### config.mk
export PLATFORM = sky130hd
export DESIGN_NAME = idof_ctrl_flat
export DESIGN_NICKNAME = d
export VERILOG_FILES = /design/src/hdl/idof_pkg.sv /design/src/hdl/idof_if.sv /design/src/hdl/idof_ctrl.sv /design/src/flat_wrapper.sv
export SDC_FILE = /design/constraint.sdc
export NUM_CORES = 1
export LEC_CHECK = 0
export BUFFER_PORTS_ARGS = -buffer_cell sky130_fd_sc_hd__buf_2
export CAP_MARGIN = 20
export CORE_ASPECT_RATIO = 0.8
export CORE_MARGIN = 5
export CORE_UTILIZATION = 43
export DETAILED_ROUTE_END_ITERATION = 10
export MAX_ROUTING_LAYER = met4
export PLACE_DENSITY = 0.67
export SYNTH_ARGS = -nofsm -noshare
export SYNTH_HDL_FRONTEND = slang
export SYNTH_SLANG_ARGS = --single-unit
### constraint.sdc
create_clock -name clk_i -period 6.42 [get_ports clk_i]
set_input_delay 1.284 -clock clk_i [delete_from_list [all_inputs] [get_ports clk_i]]
set_output_delay 1.284 -clock clk_i [all_outputs]
set_load 0.005 [all_outputs]
### src/hdl/idof_pkg.sv
package idof_pkg;

  localparam int unsigned COORD_BITS = 32;
  localparam int unsigned SCORE_BITS = 14;
  localparam int unsigned IDX_BITS   = 6;
  localparam int unsigned MODE_BITS  = 2;

  localparam logic [MODE_BITS-1:0] MODE_EXACT   = 2'd0;
  localparam logic [MODE_BITS-1:0] MODE_BEST    = 2'd1;
  localparam logic [MODE_BITS-1:0] MODE_CLUSTER = 2'd2;
  localparam logic [MODE_BITS-1:0] MODE_NONE    = 2'd3;

  typedef struct packed {
    logic ent_we;
    logic rem_we;
    logic rem_wdata;
    logic rd_en;
  } store_ctl_t;

endpackage

### src/hdl/idof_if.sv
interface idof_in_if import idof_pkg::*; ();
  logic                  valid;
  logic                  ready;
  logic [COORD_BITS-1:0] start_pos;
  logic [COORD_BITS-1:0] end_pos;
  logic [SCORE_BITS-1:0] score;
  logic                  removed_in;
  logic                  last_in;

  modport source (output valid, start_pos, end_pos, score, removed_in, last_in, input ready);
  modport sink (input valid, start_pos, end_pos, score, removed_in, last_in, output ready);
endinterface

interface idof_out_if import idof_pkg::*; ();
  logic                  valid;
  logic                  ready;
  logic [IDX_BITS-1:0]   entry_index;
  logic [COORD_BITS-1:0] start_out;
  logic [COORD_BITS-1:0] end_out;
  logic                  removed_out;
  logic                  overflowed;
  logic                  last_out;

  modport source (output valid, entry_index, start_out, end_out, removed_out, overflowed,
                  last_out, input ready);
  modport sink (input valid, entry_index, start_out, end_out, removed_out, overflowed,
                last_out, output ready);
endinterface


### src/hdl/idof_ctrl.sv
module idof_ctrl import idof_pkg::*; #(
  parameter int unsigned MAX_ENTRIES = 64,
  parameter int unsigned POS_BITS    = 32,
  localparam int unsigned IW         = $clog2(MAX_ENTRIES),
  localparam int unsigned CW         = $clog2(MAX_ENTRIES + 1)
) (
  input  logic                  clk_i,
  input  logic                  rst_ni,
  input  logic [MODE_BITS-1:0]  mode_i,
  idof_in_if.sink               in_ch,
  idof_out_if.source            out_ch,
  output store_ctl_t            st_ctl_o,
  output logic [IW-1:0]         waddr_o,
  output logic [IW-1:0]         raddr_o,
  output logic [POS_BITS-1:0]   wstart_o,
  output logic [POS_BITS-1:0]   wend_o,
  output logic [SCORE_BITS-1:0] wscore_o,
  input  logic [POS_BITS-1:0]   rd_start_i,
  input  logic [POS_BITS-1:0]   rd_end_i,
  input  logic [SCORE_BITS-1:0] rd_score_i,
  input  logic                  rd_rem_i
);

  localparam logic [2:0] S_LOAD = 3'd0;
  localparam logic [2:0] S_ARD  = 3'd1;
  localparam logic [2:0] S_ACAP = 3'd2;
  localparam logic [2:0] S_SCAN = 3'd3;
  localparam logic [2:0] S_WB   = 3'd4;
  localparam logic [2:0] S_ERD  = 3'd5;
  localparam logic [2:0] S_EMIT = 3'd6;

  localparam logic [CW-1:0] FULL = CW'(MAX_ENTRIES);

  logic [2:0]           state_q, state_d;
  logic [CW-1:0]        cnt_q, cnt_d;
  logic                 ovf_q, ovf_d;
  logic [MODE_BITS-1:0] mode_q, mode_d;
  logic [CW-1:0]        a_q, a_d;
  logic [CW-1:0]        b_q, b_d;
  logic [CW-1:0]        bp_q, bp_d;
  logic [CW-1:0]        e_q, e_d;
  logic                 rem_a_q, rem_a_d;
  logic [POS_BITS-1:0]  span_s_q, span_s_d;
  logic [POS_BITS-1:0]  span_e_q, span_e_d;
  logic                 out_v_q, out_v_d;

  logic [POS_BITS-1:0]   a_start_q, a_end_q;
  logic [SCORE_BITS-1:0] a_score_q;
  logic                  cap_a;
  logic                  out_load;

  logic [CW-1:0] last_idx;
  logic [CW-1:0] n_new;
  logic          in_xfer;
  logic          ovl_a, ovl_span, same_pos;
  logic          last_a;

  assign in_xfer  = in_ch.valid && in_ch.ready;
  assign last_idx = cnt_q - 1'b1;
  assign n_new    = (cnt_q != FULL) ? cnt_q + 1'b1 : cnt_q;
  assign last_a   = (a_q + 1'b1) == last_idx;
  assign ovl_a    = !((a_end_q < rd_start_i) || (rd_end_i < a_start_q));
  assign ovl_span = !((span_e_q < rd_start_i) || (rd_end_i < span_s_q));
  assign same_pos = (a_start_q == rd_start_i) && (a_end_q == rd_end_i);

  assign wstart_o = POS_BITS'(in_ch.start_pos);
  assign wend_o   = POS_BITS'(in_ch.end_pos);
  assign wscore_o = in_ch.score;

  always_comb begin
    state_d   = state_q;
    cnt_d     = cnt_q;
    ovf_d     = ovf_q;
    mode_d    = mode_q;
    a_d       = a_q;
    b_d       = b_q;
    bp_d      = bp_q;
    e_d       = e_q;
    rem_a_d   = rem_a_q;
    span_s_d  = span_s_q;
    span_e_d  = span_e_q;
    st_ctl_o  = '0;
    waddr_o   = '0;
    raddr_o   = '0;
    cap_a     = 1'b0;
    out_load  = 1'b0;
    in_ch.ready = 1'b0;

    unique case (state_q)
      S_LOAD: begin
        in_ch.ready = 1'b1;
        if (in_xfer) begin
          if (cnt_q != FULL) begin
            st_ctl_o.ent_we    = 1'b1;
            st_ctl_o.rem_we    = 1'b1;
            st_ctl_o.rem_wdata = in_ch.removed_in;
            waddr_o            = cnt_q[IW-1:0];
            cnt_d              = cnt_q + 1'b1;
          end else begin
            ovf_d = 1'b1;
          end
          if (in_ch.last_in) begin
            mode_d = mode_i;
            a_d    = '0;
            e_d    = '0;
            if (n_new == CW'(1) || mode_i == MODE_NONE) begin
              state_d = S_ERD;
            end else begin
              state_d = S_ARD;
            end
          end
        end
      end
      S_ARD: begin
        st_ctl_o.rd_en = 1'b1;
        raddr_o        = a_q[IW-1:0];
        state_d        = S_ACAP;
      end
      S_ACAP: begin
        cap_a   = 1'b1;
        rem_a_d = 1'b0;
        if (rd_rem_i) begin
          a_d     = a_q + 1'b1;
          state_d = last_a ? S_ERD : S_ARD;
        end else begin
          if (mode_q == MODE_CLUSTER) begin
            span_s_d = rd_start_i;
            span_e_d = rd_end_i;
          end
          st_ctl_o.rd_en = 1'b1;
          raddr_o        = IW'(a_q + 1'b1);
          bp_d           = a_q + 1'b1;
          b_d            = a_q + CW'(2);
          state_d        = S_SCAN;
        end
      end
      S_SCAN: begin
        if (b_q < cnt_q) begin
          st_ctl_o.rd_en = 1'b1;
          raddr_o        = b_q[IW-1:0];
        end
        bp_d = b_q;
        b_d  = b_q + 1'b1;
        if (bp_q == last_idx) begin
          state_d = S_WB;
        end
        if (!rd_rem_i) begin
          unique case (mode_q)
            MODE_EXACT: begin
              if (same_pos) begin
                st_ctl_o.rem_we    = 1'b1;
                st_ctl_o.rem_wdata = 1'b1;
                waddr_o            = bp_q[IW-1:0];
              end
            end
            MODE_BEST: begin
              if (ovl_a) begin
                st_ctl_o.rem_we    = 1'b1;
                st_ctl_o.rem_wdata = 1'b1;
                if (a_score_q >= rd_score_i) begin
                  waddr_o = bp_q[IW-1:0];
                end else begin
                  waddr_o = a_q[IW-1:0];
                  a_d     = a_q + 1'b1;
                  state_d = last_a ? S_ERD : S_ARD;
                end
              end
            end
            MODE_CLUSTER: begin
              if (ovl_span) begin
                if (rd_start_i < span_s_q) span_s_d = rd_start_i;
                if (span_e_q < rd_end_i) span_e_d = rd_end_i;
                rem_a_d            = 1'b1;
                st_ctl_o.rem_we    = 1'b1;
                st_ctl_o.rem_wdata = 1'b1;
                waddr_o            = bp_q[IW-1:0];
              end
            end
            default: begin
            end
          endcase
        end
      end
      S_WB: begin
        st_ctl_o.rem_we    = 1'b1;
        st_ctl_o.rem_wdata = rem_a_q;
        waddr_o            = a_q[IW-1:0];
        a_d                = a_q + 1'b1;
        state_d            = last_a ? S_ERD : S_ARD;
      end
      S_ERD: begin
        st_ctl_o.rd_en = 1'b1;
        raddr_o        = e_q[IW-1:0];
        state_d        = S_EMIT;
      end
      S_EMIT: begin
        if (!out_v_q || out_ch.ready) begin
          out_load = 1'b1;
          if (e_q == last_idx) begin
            cnt_d   = '0;
            ovf_d   = 1'b0;
            state_d = S_LOAD;
          end else begin
            e_d            = e_q + 1'b1;
            st_ctl_o.rd_en = 1'b1;
            raddr_o        = IW'(e_q + 1'b1);
          end
        end
      end
      default: begin
        state_d = S_LOAD;
      end
    endcase
  end

  always_comb begin
    priority if (out_load) begin
      out_v_d = 1'b1;
    end else if (out_ch.ready) begin
      out_v_d = 1'b0;
    end else begin
      out_v_d = out_v_q;
    end
  end

  always_ff @(posedge clk_i or negedge rst_ni) begin
    if (!rst_ni) begin
      state_q  <= S_LOAD;
      cnt_q    <= '0;
      ovf_q    <= 1'b0;
      mode_q   <= MODE_EXACT;
      a_q      <= '0;
      b_q      <= '0;
      bp_q     <= '0;
      e_q      <= '0;
      rem_a_q  <= 1'b0;
      span_s_q <= '0;
      span_e_q <= '0;
      out_v_q  <= 1'b0;
    end else begin
      state_q  <= state_d;
      cnt_q    <= cnt_d;
      ovf_q    <= ovf_d;
      mode_q   <= mode_d;
      a_q      <= a_d;
      b_q      <= b_d;
      bp_q     <= bp_d;
      e_q      <= e_d;
      rem_a_q  <= rem_a_d;
      span_s_q <= span_s_d;
      span_e_q <= span_e_d;
      out_v_q  <= out_v_d;
    end
  end

  always_ff @(posedge clk_i) begin
    if (cap_a) begin
      a_start_q <= rd_start_i;
      a_end_q   <= rd_end_i;
      a_score_q <= rd_score_i;
    end
    if (out_load) begin
      out_ch.entry_index <= IDX_BITS'(e_q);
      out_ch.start_out   <= COORD_BITS'(rd_start_i);
      out_ch.end_out     <= COORD_BITS'(rd_end_i);
      out_ch.removed_out <= rd_rem_i;
      out_ch.overflowed  <= ovf_q;
      out_ch.last_out    <= (e_q == last_idx);
    end
  end

  assign out_ch.valid = out_v_q;

`ifndef SYNTHESIS
  a_no_rw_clash: assert property (@(posedge clk_i) disable iff (!rst_ni)
    (st_ctl_o.rem_we && st_ctl_o.rd_en) |-> (waddr_o != raddr_o))
    else $error("flag write hits the entry being read");

  a_ovf_set: assert property (@(posedge clk_i) disable iff (!rst_ni)
    (in_xfer && cnt_q == FULL) |=> ovf_q)
    else $error("dropped transfer did not flag overflow");

  a_batch_clear: assert property (@(posedge clk_i) disable iff (!rst_ni)
    (state_q == S_EMIT && state_d == S_LOAD) |=> (cnt_q == '0 && !ovf_q))
    else $error("batch state not cleared after last result");

  a_scan_order: assert property (@(posedge clk_i) disable iff (!rst_ni)
    (state_q == S_SCAN) |-> (bp_q < cnt_q && a_q < bp_q))
    else $error("scan index out of order");
`endif

endmodule
### src/flat_wrapper.sv
// flat-port wrapper written by rule: the top's interface ports become plain ports
module idof_ctrl_flat import idof_pkg::*;
#(
  parameter int unsigned MAX_ENTRIES = 64,
  parameter int unsigned POS_BITS    = 32,
  localparam int unsigned IW         = $clog2(MAX_ENTRIES),
  localparam int unsigned CW         = $clog2(MAX_ENTRIES + 1)
)
  (clk_i, rst_ni, mode_i, st_ctl_o, waddr_o, raddr_o, wstart_o, wend_o, wscore_o, rd_start_i, rd_end_i, rd_score_i, rd_rem_i, in_ch_valid, in_ch_start_pos, in_ch_end_pos, in_ch_score, in_ch_removed_in, in_ch_last_in, in_ch_ready, out_ch_valid, out_ch_entry_index, out_ch_start_out, out_ch_end_out, out_ch_removed_out, out_ch_overflowed, out_ch_last_out, out_ch_ready);
  idof_in_if in_ch_i ();
  idof_out_if out_ch_i ();
  input  logic clk_i;
  input  logic rst_ni;
  input  logic [MODE_BITS-1:0] mode_i;
  output store_ctl_t st_ctl_o;
  output logic [IW-1:0] waddr_o;
  output logic [IW-1:0] raddr_o;
  output logic [POS_BITS-1:0] wstart_o;
  output logic [POS_BITS-1:0] wend_o;
  output logic [SCORE_BITS-1:0] wscore_o;
  input  logic [POS_BITS-1:0] rd_start_i;
  input  logic [POS_BITS-1:0] rd_end_i;
  input  logic [SCORE_BITS-1:0] rd_score_i;
  input  logic rd_rem_i;
  input wire logic [$bits(in_ch_i.valid)-1:0] in_ch_valid;
  input wire logic [$bits(in_ch_i.start_pos)-1:0] in_ch_start_pos;
  input wire logic [$bits(in_ch_i.end_pos)-1:0] in_ch_end_pos;
  input wire logic [$bits(in_ch_i.score)-1:0] in_ch_score;
  input wire logic [$bits(in_ch_i.removed_in)-1:0] in_ch_removed_in;
  input wire logic [$bits(in_ch_i.last_in)-1:0] in_ch_last_in;
  output wire logic [$bits(in_ch_i.ready)-1:0] in_ch_ready;
  output wire logic [$bits(out_ch_i.valid)-1:0] out_ch_valid;
  output wire logic [$bits(out_ch_i.entry_index)-1:0] out_ch_entry_index;
  output wire logic [$bits(out_ch_i.start_out)-1:0] out_ch_start_out;
  output wire logic [$bits(out_ch_i.end_out)-1:0] out_ch_end_out;
  output wire logic [$bits(out_ch_i.removed_out)-1:0] out_ch_removed_out;
  output wire logic [$bits(out_ch_i.overflowed)-1:0] out_ch_overflowed;
  output wire logic [$bits(out_ch_i.last_out)-1:0] out_ch_last_out;
  input wire logic [$bits(out_ch_i.ready)-1:0] out_ch_ready;
  assign in_ch_i.valid = in_ch_valid;
  assign in_ch_i.start_pos = in_ch_start_pos;
  assign in_ch_i.end_pos = in_ch_end_pos;
  assign in_ch_i.score = in_ch_score;
  assign in_ch_i.removed_in = in_ch_removed_in;
  assign in_ch_i.last_in = in_ch_last_in;
  assign in_ch_ready = in_ch_i.ready;
  assign out_ch_valid = out_ch_i.valid;
  assign out_ch_entry_index = out_ch_i.entry_index;
  assign out_ch_start_out = out_ch_i.start_out;
  assign out_ch_end_out = out_ch_i.end_out;
  assign out_ch_removed_out = out_ch_i.removed_out;
  assign out_ch_overflowed = out_ch_i.overflowed;
  assign out_ch_last_out = out_ch_i.last_out;
  assign out_ch_i.ready = out_ch_ready;
  idof_ctrl #(.MAX_ENTRIES(MAX_ENTRIES), .POS_BITS(POS_BITS)) u_core (.clk_i(clk_i), .rst_ni(rst_ni), .mode_i(mode_i), .in_ch(in_ch_i), .out_ch(out_ch_i), .st_ctl_o(st_ctl_o), .waddr_o(waddr_o), .raddr_o(raddr_o), .wstart_o(wstart_o), .wend_o(wend_o), .wscore_o(wscore_o), .rd_start_i(rd_start_i), .rd_end_i(rd_end_i), .rd_score_i(rd_score_i), .rd_rem_i(rd_rem_i));
endmodule
== After elaboration in Yosys (flattened, before gate mapping) ==
Index checks and enable logic that the tools add are counted.

* Register bits: 258
* Input bits: 165
* Output and inout port bits: 169
* Logic and storage cells: 182

* Add/sub/neg operators: 6
* Magnitude comparators: 8
* Equal/unequal tests: 33
* Muxes and demuxes: 90
* Reduce and logical (&&, ||, !) cells: 24

{| class="wikitable"
|+ Operators with widths
! operator !! number
|-
| 2-to-1 mux 32 bit || 12
|-
| less-than comparator 32 bit || 6
|-
| one-hot mux 32 bit (2 select lines) || 2
|-
| 2-to-1 mux 7 bit || 15
|-
| 2-to-1 mux 6 bit || 11
|-
| == test 32 bit || 2
|-
| one-hot mux 7 bit (2 select lines) || 4
|-
| 2-to-1 mux 3 bit || 14
|-
| one-hot mux 6 bit (3 select lines) || 2
|-
| one-hot mux 6 bit (5 select lines) || 1
|-
| adder 7 x 1 -> 7 bit (second input constant) || 4
|-
| one-hot mux 7 bit (4 select lines) || 1
|-
| == test 7 bit || 3
|-
| one-hot mux 3 bit (7 select lines) || 1
|-
| inequality test 2 bit (second input constant) || 10
|-
| 2-to-1 mux 1 bit || 18
|-
| greater-or-equal comparator 14 bit || 1
|-
| inequality test 2 x 1 -> 1 bit (second input constant) || 7
|-
| AND reduction 7 bit || 2
|-
| one-hot mux 2 bit (3 select lines) || 2
|-
| AND reduction 4 bit || 3
|-
| AND reduction 5 bit || 2
|-
| == test 3 bit (second input constant) || 3
|-
| 2-to-1 mux 2 bit || 4
|-
| other kinds (22) || 31
|}

== Logic depth before layout (Yosys ltp) ==
Gate-level depths: netlist of run 1.

* Depth after elaboration: 8
* Depth in mapped cells: 12
* Gate-level depth less buffers: 11

== Least setup slack after synthesis of run 1 ==
Ideal clock, no wire load.

* Kind: input to output
* Start point: input out_ch_ready
* End point: output raddr_o[0]
* Arrival: 5.470 ns
* Required time: 5.136 ns
* Path slack: -0.334 ns
* Stages on the path: 5
* Buffers on the path: 0
* Cells stage by stage: nor2b_1 > nor2_1 > nand2_1 > nor2_1 > a211o_1

* Word-level cells in the longest chain between the ends: 3

{| class="wikitable"
|+ Ends and longest elaborated chain
! what !! RTL line !! text
|-
| start, declared || flat_wrapper.sv:39 || <nowiki>input wire logic [$bits(out_ch_i.ready)-1:0] out_ch_ready;</nowiki>
|-
| logical OR 1 bit || idof_ctrl.sv:197 || <nowiki>if (!out_v_q || out_ch.ready) begin</nowiki>
|-
| 2-to-1 mux 6 bit || idof_ctrl.sv:197 ||
|-
| one-hot mux 6 bit (5 select lines) || idof_ctrl.sv:89 || <nowiki>unique case (state_q)</nowiki>
|-
| end, declared || flat_wrapper.sv:17 || <nowiki>output logic [IW-1:0] raddr_o;</nowiki>
|}

No other way between the ends.

== Worst setup path in the final report of run 1 ==
* Start point: input rd_start_i[31]
* End point: output waddr_o[5]

* Word-level cells in the longest chain between the ends: 6
* Elaborated cells on any way between the ends: 12
* Classes of those cells: order compare (2); eq/ne (1); mux (6); reduce/logical (3)

{| class="wikitable"
|+ Ends and longest elaborated chain
! what !! RTL line !! text
|-
| start, declared || flat_wrapper.sv:21 || <nowiki>input logic [POS_BITS-1:0] rd_start_i;</nowiki>
|-
| less-than comparator 32 bit, or another cell as far along || idof_ctrl.sv:63 || <nowiki>assign ovl_span = !((span_e_q < rd_start_i) || (rd_end_i < span_s_q));</nowiki>
|-
| logical OR 1 bit, or another cell as far along || idof_ctrl.sv:63 ||
|-
| 2-to-1 mux 6 bit, on equally long branches || idof_ctrl.sv:170, idof_ctrl.sv:150, idof_ctrl.sv:157 ||
|-
| one-hot mux 6 bit (3 select lines) * || idof_ctrl.sv:148 || <nowiki>unique case (mode_q)</nowiki>
|-
| 2-to-1 mux 6 bit * || idof_ctrl.sv:147 || <nowiki>if (!rd_rem_i) begin</nowiki>
|-
| one-hot mux 6 bit (3 select lines) * || idof_ctrl.sv:89 ||
|-
| end, declared || flat_wrapper.sv:16 || <nowiki>output logic [IW-1:0] waddr_o;</nowiki>
|}

Mark *: on every way between the ends. The rest lies on a longest branch, timed or not.

==> results.cfg, run 1 <==
[critical_path]
cpPeakStageDelay_ns = 0.55
cp-end-kind = output pin
crit_chain = buf_2 > inv_1 > ha_1 > nand4_1 > nor4_2 > nand4_1 > o22ai_1 > nor3_1 > or2_2 > o31ai_2 > a221o_1 > buf_2
crit_path_top_delay_cell = nor4_2
arrival_ns = 4.34
required_ns = 5.14
path_class = primary input to output pin
crit_fanout = 6
cp-start-kind = primary input

[sta]
setup_viol = 0
min_period_over_period_pct = 87.64
hold_violations = 0
rsz0062_at_grt = false
final_max_slew_viol_count = 0
worst-slew-pin-transition_ns = 0.9907
max_slew_margin_pct = 33.74
fmaxAchievable_mhz = 177.7
clock_skew_ns = 0.01443
final.setup.tns_ns = 0
holdWs_ns = 0.4889
fin_crit_ns = 5.627

[placement]
gp_congestion = 0.9664
dpl.hpwl_um = 37120
io_buffers = 177

[clocking]
clk_pin_slew_ns = 0.06
ctsHoldBuffers = 0
ctsRootBufferMaster = clkbuf_16
postCtsSetupRepairBufs = 0
cts_tree = yes
insertion_delay_ns = 0.57
cts.path.max_buffers = 3
cts_htree_levels = 1
cts_resized = 0
cts_buffers = 30
cts_sinks = 258

[drt]
drtIter0Drc = 1094
ant_nets = 0
wire_per_inst_um = 22.85
vias = 12430
routed_wl_um = 48970
drc = 0
first_pass_iters = 6
viasPerCell = 5.800

[yosys]
ys_types = 84
synthCells = 1514
async_flop_share_pct = 41.47
synth_seq_cells = 258
syn_area_per_cell_um2 = 11.04
synth_nets = 1892
seq_area_frac_synth_pct = 43.16
dominantRegCellSynth = edfxtp_1
yosysWarnings = 0
synth_enable_flop_cells = 151
syn_area_um2 = 16710

[finish]
final_nets = 2000
final_util_pct = 48.37
syn2layout_area_growth_pct = 10.80
multi_input_area_um2 = 8105
fillers = 3446
regArea_um2 = 7212
drive_gt1_share_pct = 17.86

[status]
status = finished clean

[pwr]
power.leakage_nw = 8.662
powerDensity_nw_per_um2 = 213.9
peakVddDrop_uv = 171.8

[floorplan]
start_util_pct = 43.65
core_area_um2 = 38280
die_area_um2 = 42920
io_pins = 334
die_h_um = 186.3
num_rows = 64
die_w_um = 230.4

[grt]
grt_max_degree = 79
grt_pass1_vias = 11730
gr-usage-all-layers_pct = 22.47
antenna_found_initial = 2
grt_pass1_wl_um = 73510
grt_overflow = 0

[hold_path]
hp-class = register to register

[job]
cap_violations = 0
[layer usage]
metal	routed length [um]	global-route usage, %	up-vias	share of wire, %
met5	0	-	-	0
met4	1298	5.171	0	2.7
met3	4290	4.650	86	8.8
met2	19800	30.65	557	40
met1	23590	34.23	6089	48
li1	-	-	5698	-
[worst paths after layout]
check                      slack (ns)                  endpoint               from  cells past startpoint
setup / recovery                 0.79                waddr_o[5]     rd_start_i[31]                     12
hold / removal                   0.49  u_core.out_ch.overflowed       u_core.ovf_q                      0
setup reg to reg                 2.62       u_core.span_s_q[13]  u_core.state_q[2]                      7
hold reg to reg                  0.49  u_core.out_ch.overflowed       u_core.ovf_q                      0
max in group asynchronous        4.27          u_core.mode_q[1]             rst_ni                      2
min in group asynchronous        0.75        u_core.span_e_q[5]             rst_ni                      1
[cell usage after synthesis, types with 12 or more instances]
cell type | instances | area [um^2]
inv_1 | 161 | 604.3
a21o_1 | 25 | 187.7
clkbuf_1 | 16 | 60.06
nand2_1 | 57 | 214.0
o21ai_0 | 76 | 380.4
xor2_1 | 43 | 376.6
nor3_1 | 26 | 130.1
a221o_1 | 13 | 130.1
nand3_1 | 25 | 125.1
buf_4 | 78 | 585.6
nand2b_1 | 20 | 125.1
nor2_1 | 58 | 217.7
nor4_1 | 15 | 93.84
a21oi_1 | 76 | 380.4
a211oi_1 | 15 | 112.6
mux2_4 | 30 | 450.4
mux2i_1 | 40 | 400.4
xnor2_1 | 41 | 359.1
o22ai_1 | 16 | 100.1
ha_1 | 213 | 2665
dfrtp_1 | 107 | 2678
nand4_1 | 45 | 281.5
nor2b_1 | 12 | 75.07
edfxtp_1 | 151 | 4534
[cell type report]
| class | count | share of cell area [%] |
|---|---|---|
| multi-input combinational | 983 | 43.78 |
| inverter | 162 | 3.285 |
| tap | 495 | 3.345 |
| timing repair buffer | 187 | 5.312 |
| clock inverter | 13 | 0.7502 |
| antenna | 2 | 0.02703 |
| sequential | 258 | 38.96 |
| clock buffer | 43 | 4.542 |
[state kept, by name (all words and copies together), names as in the netlist, 2 cells and up]
name / count
u_core.e_q: 7
u_core.mode_q: 2
u_core.span_s_q: 32
u_core.a_start_q: 32
u_core.state_q: 3
u_core.out_ch.start_out: 32
u_core.bp_q: 7
u_core.cnt_q: 7
u_core.a_end_q: 32
u_core.a_score_q: 14
u_core.span_e_q: 32
u_core.b_q: 7
u_core.a_q: 7
u_core.out_ch.entry_index: 6
u_core.out_ch.end_out: 32
[power by group]
group / leakage [nW] / switching, W / internal, W
clock: 0.479 / 0.000701 / 0.00102
combinational: 5.50 / 0.000231 / 0.000143
sequential: 2.68 / 0.0000486 / 0.00181
total: 8.66 / 0.000980 / 0.00298
[per-stage QoR]
stage / total power (W) / cells / cell area (um^2) / setup slack [ns]
after floorplan: 0.002094 / 1514 / 16710 / 1.061
after global placement: 0.002250 / 2084 / 17500 / 0.9726
after detailed placement: 0.002262 / 2084 / 17500 / 0.8440
after CTS: 0.003993 / 2140 / 18480 / 0.8479
after global routing: 0.004112 / 2143 / 18510 / 0.7357
final: 0.003961 / 2143 / 18510 / 0.7933
[cells by family after synthesis]
family	Yosys count	share of synthesized area, %
AO/OA/AOI/OAI	309	12.51
multiplexers	81	5.833
buffers and inverters	273	8.417
flip-flops	258	43.16
adder cells (fa/ha/maj)	213	15.95
AND/OR/NAND/NOR	292	9.173
XOR/XNOR	88	4.950
[worst max-delay path, delay by kind of cell]
kind / cells / cell delay, ns
adders and majority gates: 1 / 0.33
buffers and inverters: 3 / 0.46
and+or+nand+nor: 5 / 1.33
AOI/OAI and AO/OA: 3 / 0.92
[cells in the final DEF (no fill, tap or decap), types with 12 or more instances in the layout]
cell,n
nor3_1,26
xor2_1,43
buf_2,176
mux2_4,30
a21o_1,25
ha_1,213
a211oi_1,15
o21ai_0,76
nand2_1,57
nand3_1,25
a21oi_1,76
clkbuf_16,31
nor2_1,56
a221o_1,13
inv_1,161
nand4_1,45
o22ai_1,16
dfrtp_1,107
xnor2_1,41
nand2b_1,20
edfxtp_1,151
nor4_1,15
nor2b_1,12
mux2i_1,40
Note: power is estimated with default switching activity, not from simulation.
==> run 2: changes to the inputs <==
--- a/config.mk
+++ b/config.mk
@@ -12,7 +12,7 @@
 export CORE_UTILIZATION = 43
 export DETAILED_ROUTE_END_ITERATION = 10
 export MAX_ROUTING_LAYER = met4
-export PLACE_DENSITY = 0.67
+export PLACE_DENSITY_LB_ADDON = 0.2
 export SYNTH_ARGS = -nofsm -noshare
 export SYNTH_HDL_FRONTEND = slang
 export SYNTH_SLANG_ARGS = --single-unit
==> results.cfg, run 2 (same netlist as run 1, synthesis figures left out) <==
[floorplan]
start_util_pct = 43.65
die_h_um = 186.3
io_pins = 334
core_area_um2 = 38280
die_w_um = 230.4
num_rows = 64
die_area_um2 = 42920

[critical_path]
crit_chain = buf_2 > inv_1 > ha_1 > nand4_1 > nor4_2 > nand4_1 > o22ai_1 > nor3_1 > or2_2 > o31ai_2 > a221o_1 > buf_2
cpPeakStageDelay_ns = 0.56
required_ns = 5.14
crit_fanout = 6
crit_path_top_delay_cell = nor4_2
cp-end-kind = output pin
cp-start-kind = primary input
arrival_ns = 4.31
path_class = primary input to output pin

[pwr]
power.leakage_nw = 8.641
peakVddDrop_uv = 161.7
powerDensity_nw_per_um2 = 212.2

[sta]
final.setup.tns_ns = 0
fmaxAchievable_mhz = 178.8
worst-slew-pin-transition_ns = 1.015
hold_violations = 0
clock_skew_ns = 0.01172
holdWs_ns = 0.4997
final_max_slew_viol_count = 0
setup_viol = 0
fin_crit_ns = 5.594
max_slew_margin_pct = 30.57
rsz0062_at_grt = false
min_period_over_period_pct = 87.13

[clocking]
cts_buffers = 29
cts_sinks = 258
postCtsSetupRepairBufs = 0
cts_tree = yes
insertion_delay_ns = 0.57
clk_pin_slew_ns = 0.06
cts_resized = 0
ctsRootBufferMaster = clkbuf_16
ctsHoldBuffers = 0
cts_htree_levels = 1
cts.path.max_buffers = 3

[drt]
ant_nets = 0
vias = 12160
wire_per_inst_um = 23.28
drtIter0Drc = 1202
first_pass_iters = 5
routed_wl_um = 49820
viasPerCell = 5.683
drc = 0

[finish]
regArea_um2 = 7212
final_util_pct = 48.22
final_nets = 1999
fillers = 3519
syn2layout_area_growth_pct = 10.47
final_common_cell = ha_1
multi_input_area_um2 = 8105
final_cell_mix = 213 x ha_1, 176 x buf_2, 161 x inv_1
drive_gt1_share_pct = 17.83

[grt]
grtUsageMet2_pct = 31.56
met3_usage_pct = 4.665
grt_overflow = 0
gr-max-usage-layer = met1
antenna_found_initial = 2
met1_usage_pct = 35.94
grt_pass1_wl_um = 75580
gr-usage-all-layers_pct = 23.17
grt_max_degree = 56
grt_pass1_vias = 11810

[placement]
io_buffers = 177
gp_congestion = 0.9389
dpl.hpwl_um = 38130

[hold_path]
hp-class = register to register

[status]
status = finished clean

[job]
cap_violations = 0
-- run 2: cell count changes in the layout (fill, tap and decap cells not counted), sizes merged --
cell / before / now
clkinv: 9 / 10
clkbuf: 43 / 39
-- run 2: worst max-delay path: cells and delay by family --
| family | cells | cell delay (ns) |
|---|---|---|
| buffers and inverters | 3 | 0.49 |
| AND/OR/NAND/NOR | 5 | 1.33 |
| AO/OA/AOI/OAI | 3 | 0.86 |
| adder cells (fa/ha/maj) | 1 | 0.34 |
-- run 2: through the flow --
step | instances | total power (W) | worst slack, ns | area, um^2
3_5_place_dp | 2085 | 0.002264 | 0.9034 | 17510
6_report | 2140 | 0.003917 | 0.8263 | 18460
3_3_place_gp | 2085 | 0.002258 | 0.9420 | 17510
2_1_floorplan | 1514 | 0.002094 | 1.061 | 16710
5_1_grt | 2140 | 0.004070 | 0.7098 | 18460
4_1_cts | 2138 | 0.003959 | 0.8847 | 18450
-- run 2: metal layers --
metal,share of wire [%],wire [um]
met1,49,24510
met2,40,20170
met3,8.4,4201
met4,1.9,938
met5,0,0
-- run 2: area by class of cell --
class / instances / share of cell area [%]
sequential: 258 / 39.07
tap: 495 / 3.355
timing repair buffer: 187 / 5.220
inverter: 162 / 3.294
clock buffer: 39 / 4.352
antenna: 2 / 0.02711
multi-input combinational: 983 / 43.91
clock inverter: 14 / 0.7660
-- run 2: where the power goes --
group / internal [W] / switching (W)
Sequential: 0.00181 / 0.0000488
Combinational: 0.000143 / 0.000231
Clock: 0.000990 / 0.000693
Total: 0.00295 / 0.000972
-- run 2: path summary, 6_finish.rpt --
kind	from	endpoint	slack, ns	cells after the start
max	rd_start_i[31]	waddr_o[0]	0.83	12
min in group asynchronous	rst_ni	u_core.span_s_q[5]	0.79	1
max reg2reg	u_core.state_q[2]	u_core.span_s_q[0]	2.71	7
max in group asynchronous	rst_ni	u_core.cnt_q[3]	4.35	2
min	u_core.ovf_q	u_core.out_ch.overflowed	0.50	0
min reg2reg	u_core.ovf_q	u_core.out_ch.overflowed	0.50	0
==> run 3: changes to the inputs <==
--- a/config.mk
+++ b/config.mk
@@ -7,9 +7,11 @@
 export LEC_CHECK = 0
 export BUFFER_PORTS_ARGS = -buffer_cell sky130_fd_sc_hd__buf_2
 export CAP_MARGIN = 20
+export CELL_PAD_IN_SITES_DETAIL_PLACEMENT = 0
+export CELL_PAD_IN_SITES_GLOBAL_PLACEMENT = 2
 export CORE_ASPECT_RATIO = 0.8
 export CORE_MARGIN = 5
-export CORE_UTILIZATION = 43
+export CORE_UTILIZATION = 33
 export DETAILED_ROUTE_END_ITERATION = 10
 export MAX_ROUTING_LAYER = met4
 export PLACE_DENSITY_LB_ADDON = 0.2
==> results.cfg, run 3 (same netlist as run 1, synthesis figures left out) <==
[critical_path]
cp-start-kind = primary input
cp-end-kind = output pin
worstRegToRegCells = 6
path_class = primary input to output pin
r2r_start = u_core.state_q[2]
regToRegSetupSlack_ns = 2.78
reg2reg_to = u_core.cnt_q[6]
required_ns = 5.14
arrival_ns = 4.39
crit_fanout = 6

[finish]
syn2layout_area_growth_pct = 12.07
final_common_cell = ha_1
fillers = 5003
final_nets = 2001
drive_gt1_share_pct = 18.08
final_cell_mix = 213 x ha_1, 176 x buf_2, 161 x inv_1

[drt]
drc = 0
wire_per_inst_um = 23.13
drtIter0Drc = 884
routed_wl_um = 53820
ant_nets = 0
first_pass_iters = 5
vias = 11880
viasPerCell = 5.103

[clocking]
cts_resized = 0
ctsRootBufferMaster = clkbuf_16
cts_buffers = 31
clk_pin_slew_ns = 0.06
ctsHoldBuffers = 0
cts_htree_levels = 1
cts_tree = yes
cts.path.max_buffers = 3
insertion_delay_ns = 0.59
cts_sinks = 258
postCtsSetupRepairBufs = 0

[sta]
clock_skew_ns = 0.01603
final_max_slew_viol_count = 0
final.setup.tns_ns = 0
hold_violations = 0
fmaxAchievable_mhz = 176.3
setup_viol = 0
max_slew_margin_pct = 29.72
fin_crit_ns = 5.671
min_period_over_period_pct = 88.33
rsz0062_at_grt = false
worst-slew-pin-transition_ns = 1.054
postLayoutSetupSlackWorst_ns = 0.7490

[grt]
gr-max-usage-layer = met1
gr-usage-all-layers_pct = 19.53
met1_usage_pct = 30.92
grt_max_degree = 67
grt_pass1_wl_um = 78800
grtUsageMet2_pct = 25.81
antenna_found_initial = 5
met3_usage_pct = 3.478
grt_pass1_vias = 11790
grt_overflow = 0

[pwr]
total_power_w = 0.003962
peakVddDrop_uv = 202.2
netSwitchingFraction_pct = 26.16
power.leakage_nw = 8.654
clkPwrFrac_pct = 43.5
p_int_w = 0.002926
pwr-share-comb_pct = 9.5
pwr-share-seq_pct = 47.0
p_switching_w = 0.001037
powerDensity_nw_per_um2 = 211.6

[floorplan]
start_util_pct = 33.50
io_pins = 334
die_h_um = 211.3
num_rows = 73
core_area_um2 = 49870
die_area_um2 = 55260
die_w_um = 261.6

[placement]
dpl.hpwl_um = 41410
detailedPlace.worstSlack_ns = 0.7435
gp_congestion = 0.8449
io_buffers = 177

[hold_path]
min_to = u_core.span_s_q[0]
min_path_cells = 1
hp-class = register to register
hold_path.startpoint = u_core.span_s_q[0]

[status]
status = finished clean

[job]
cap_violations = 0
[run 3: critical path, cell delays in order]
cell and delay [ns]:
buf_2 0.24, inv_1 0.16, ha_1 0.34, nand4_1 0.11, nor4_2 0.60, nand4_1 0.16, o22ai_1 0.21, nor3_1 0.14
or2_2 0.37, o31ai_2 0.41, a221o_1 0.24, buf_2 0.11
[run 3: power groups by stage]
stage               registers [W]  logic [W]  clock network, W
floorplan                 0.00188   0.000217                 0
global placement          0.00190   0.000378                 0
detailed placement        0.00189   0.000379                 0
CTS                       0.00186   0.000382           0.00177
global route              0.00187   0.000423           0.00183
finish                    0.00186   0.000377           0.00172
[run 3: routing by layer]
metal | up-vias | share of wire (%)
met3 | 73 | 5.6
li1 | 5695 | -
met2 | 323 | 39
met5 | - | 0
met1 | 5784 | 53
met4 | 0 | 1.8
[run 3: worst max path at each step]
stage	from	to	slack, ns	cells after the start
finish	rd_start_i[31]	waddr_o[1]	0.75	12
global route	rd_start_i[31]	waddr_o[1]	0.56	12
CTS	rd_start_i[31]	waddr_o[1]	0.74	12
detailed placement	rd_start_i[31]	waddr_o[1]	0.74	12
global placement	rd_start_i[31]	waddr_o[0]	0.80	12
floorplan	out_ch_ready	raddr_o[0]	1.06	5
[run 3: cell type report]
class / instances / area, um^2 / area share (%)
inverter: 162 / 608.1 / 3.247
multi-input combinational: 983 / 8105 / 43.28
clock inverter: 17 / 116.4 / 0.6214
tap: 675 / 844.6 / 4.510
timing repair buffer: 187 / 975.9 / 5.212
sequential: 258 / 7212 / 38.51
clock buffer: 41 / 853.3 / 4.557
antenna: 4 / 10.01 / 0.05345
[run 3: metrics by stage]
| stage | utilization (%) | std cells | area, um^2 | hold WS [ns] |
|---|---|---|---|---|
| after floorplan | - | 1514 | 16710 | 0.4231 |
| after global placement | 35.58 | 2265 | 17750 | 0.4952 |
| after detailed placement | 35.58 | 2265 | 17750 | 0.5005 |
| after CTS | 37.53 | 2323 | 18720 | 0.5142 |
| after global routing | 37.55 | 2327 | 18730 | 0.5397 |
| final | 37.55 | 2327 | 18730 | 0.5089 |
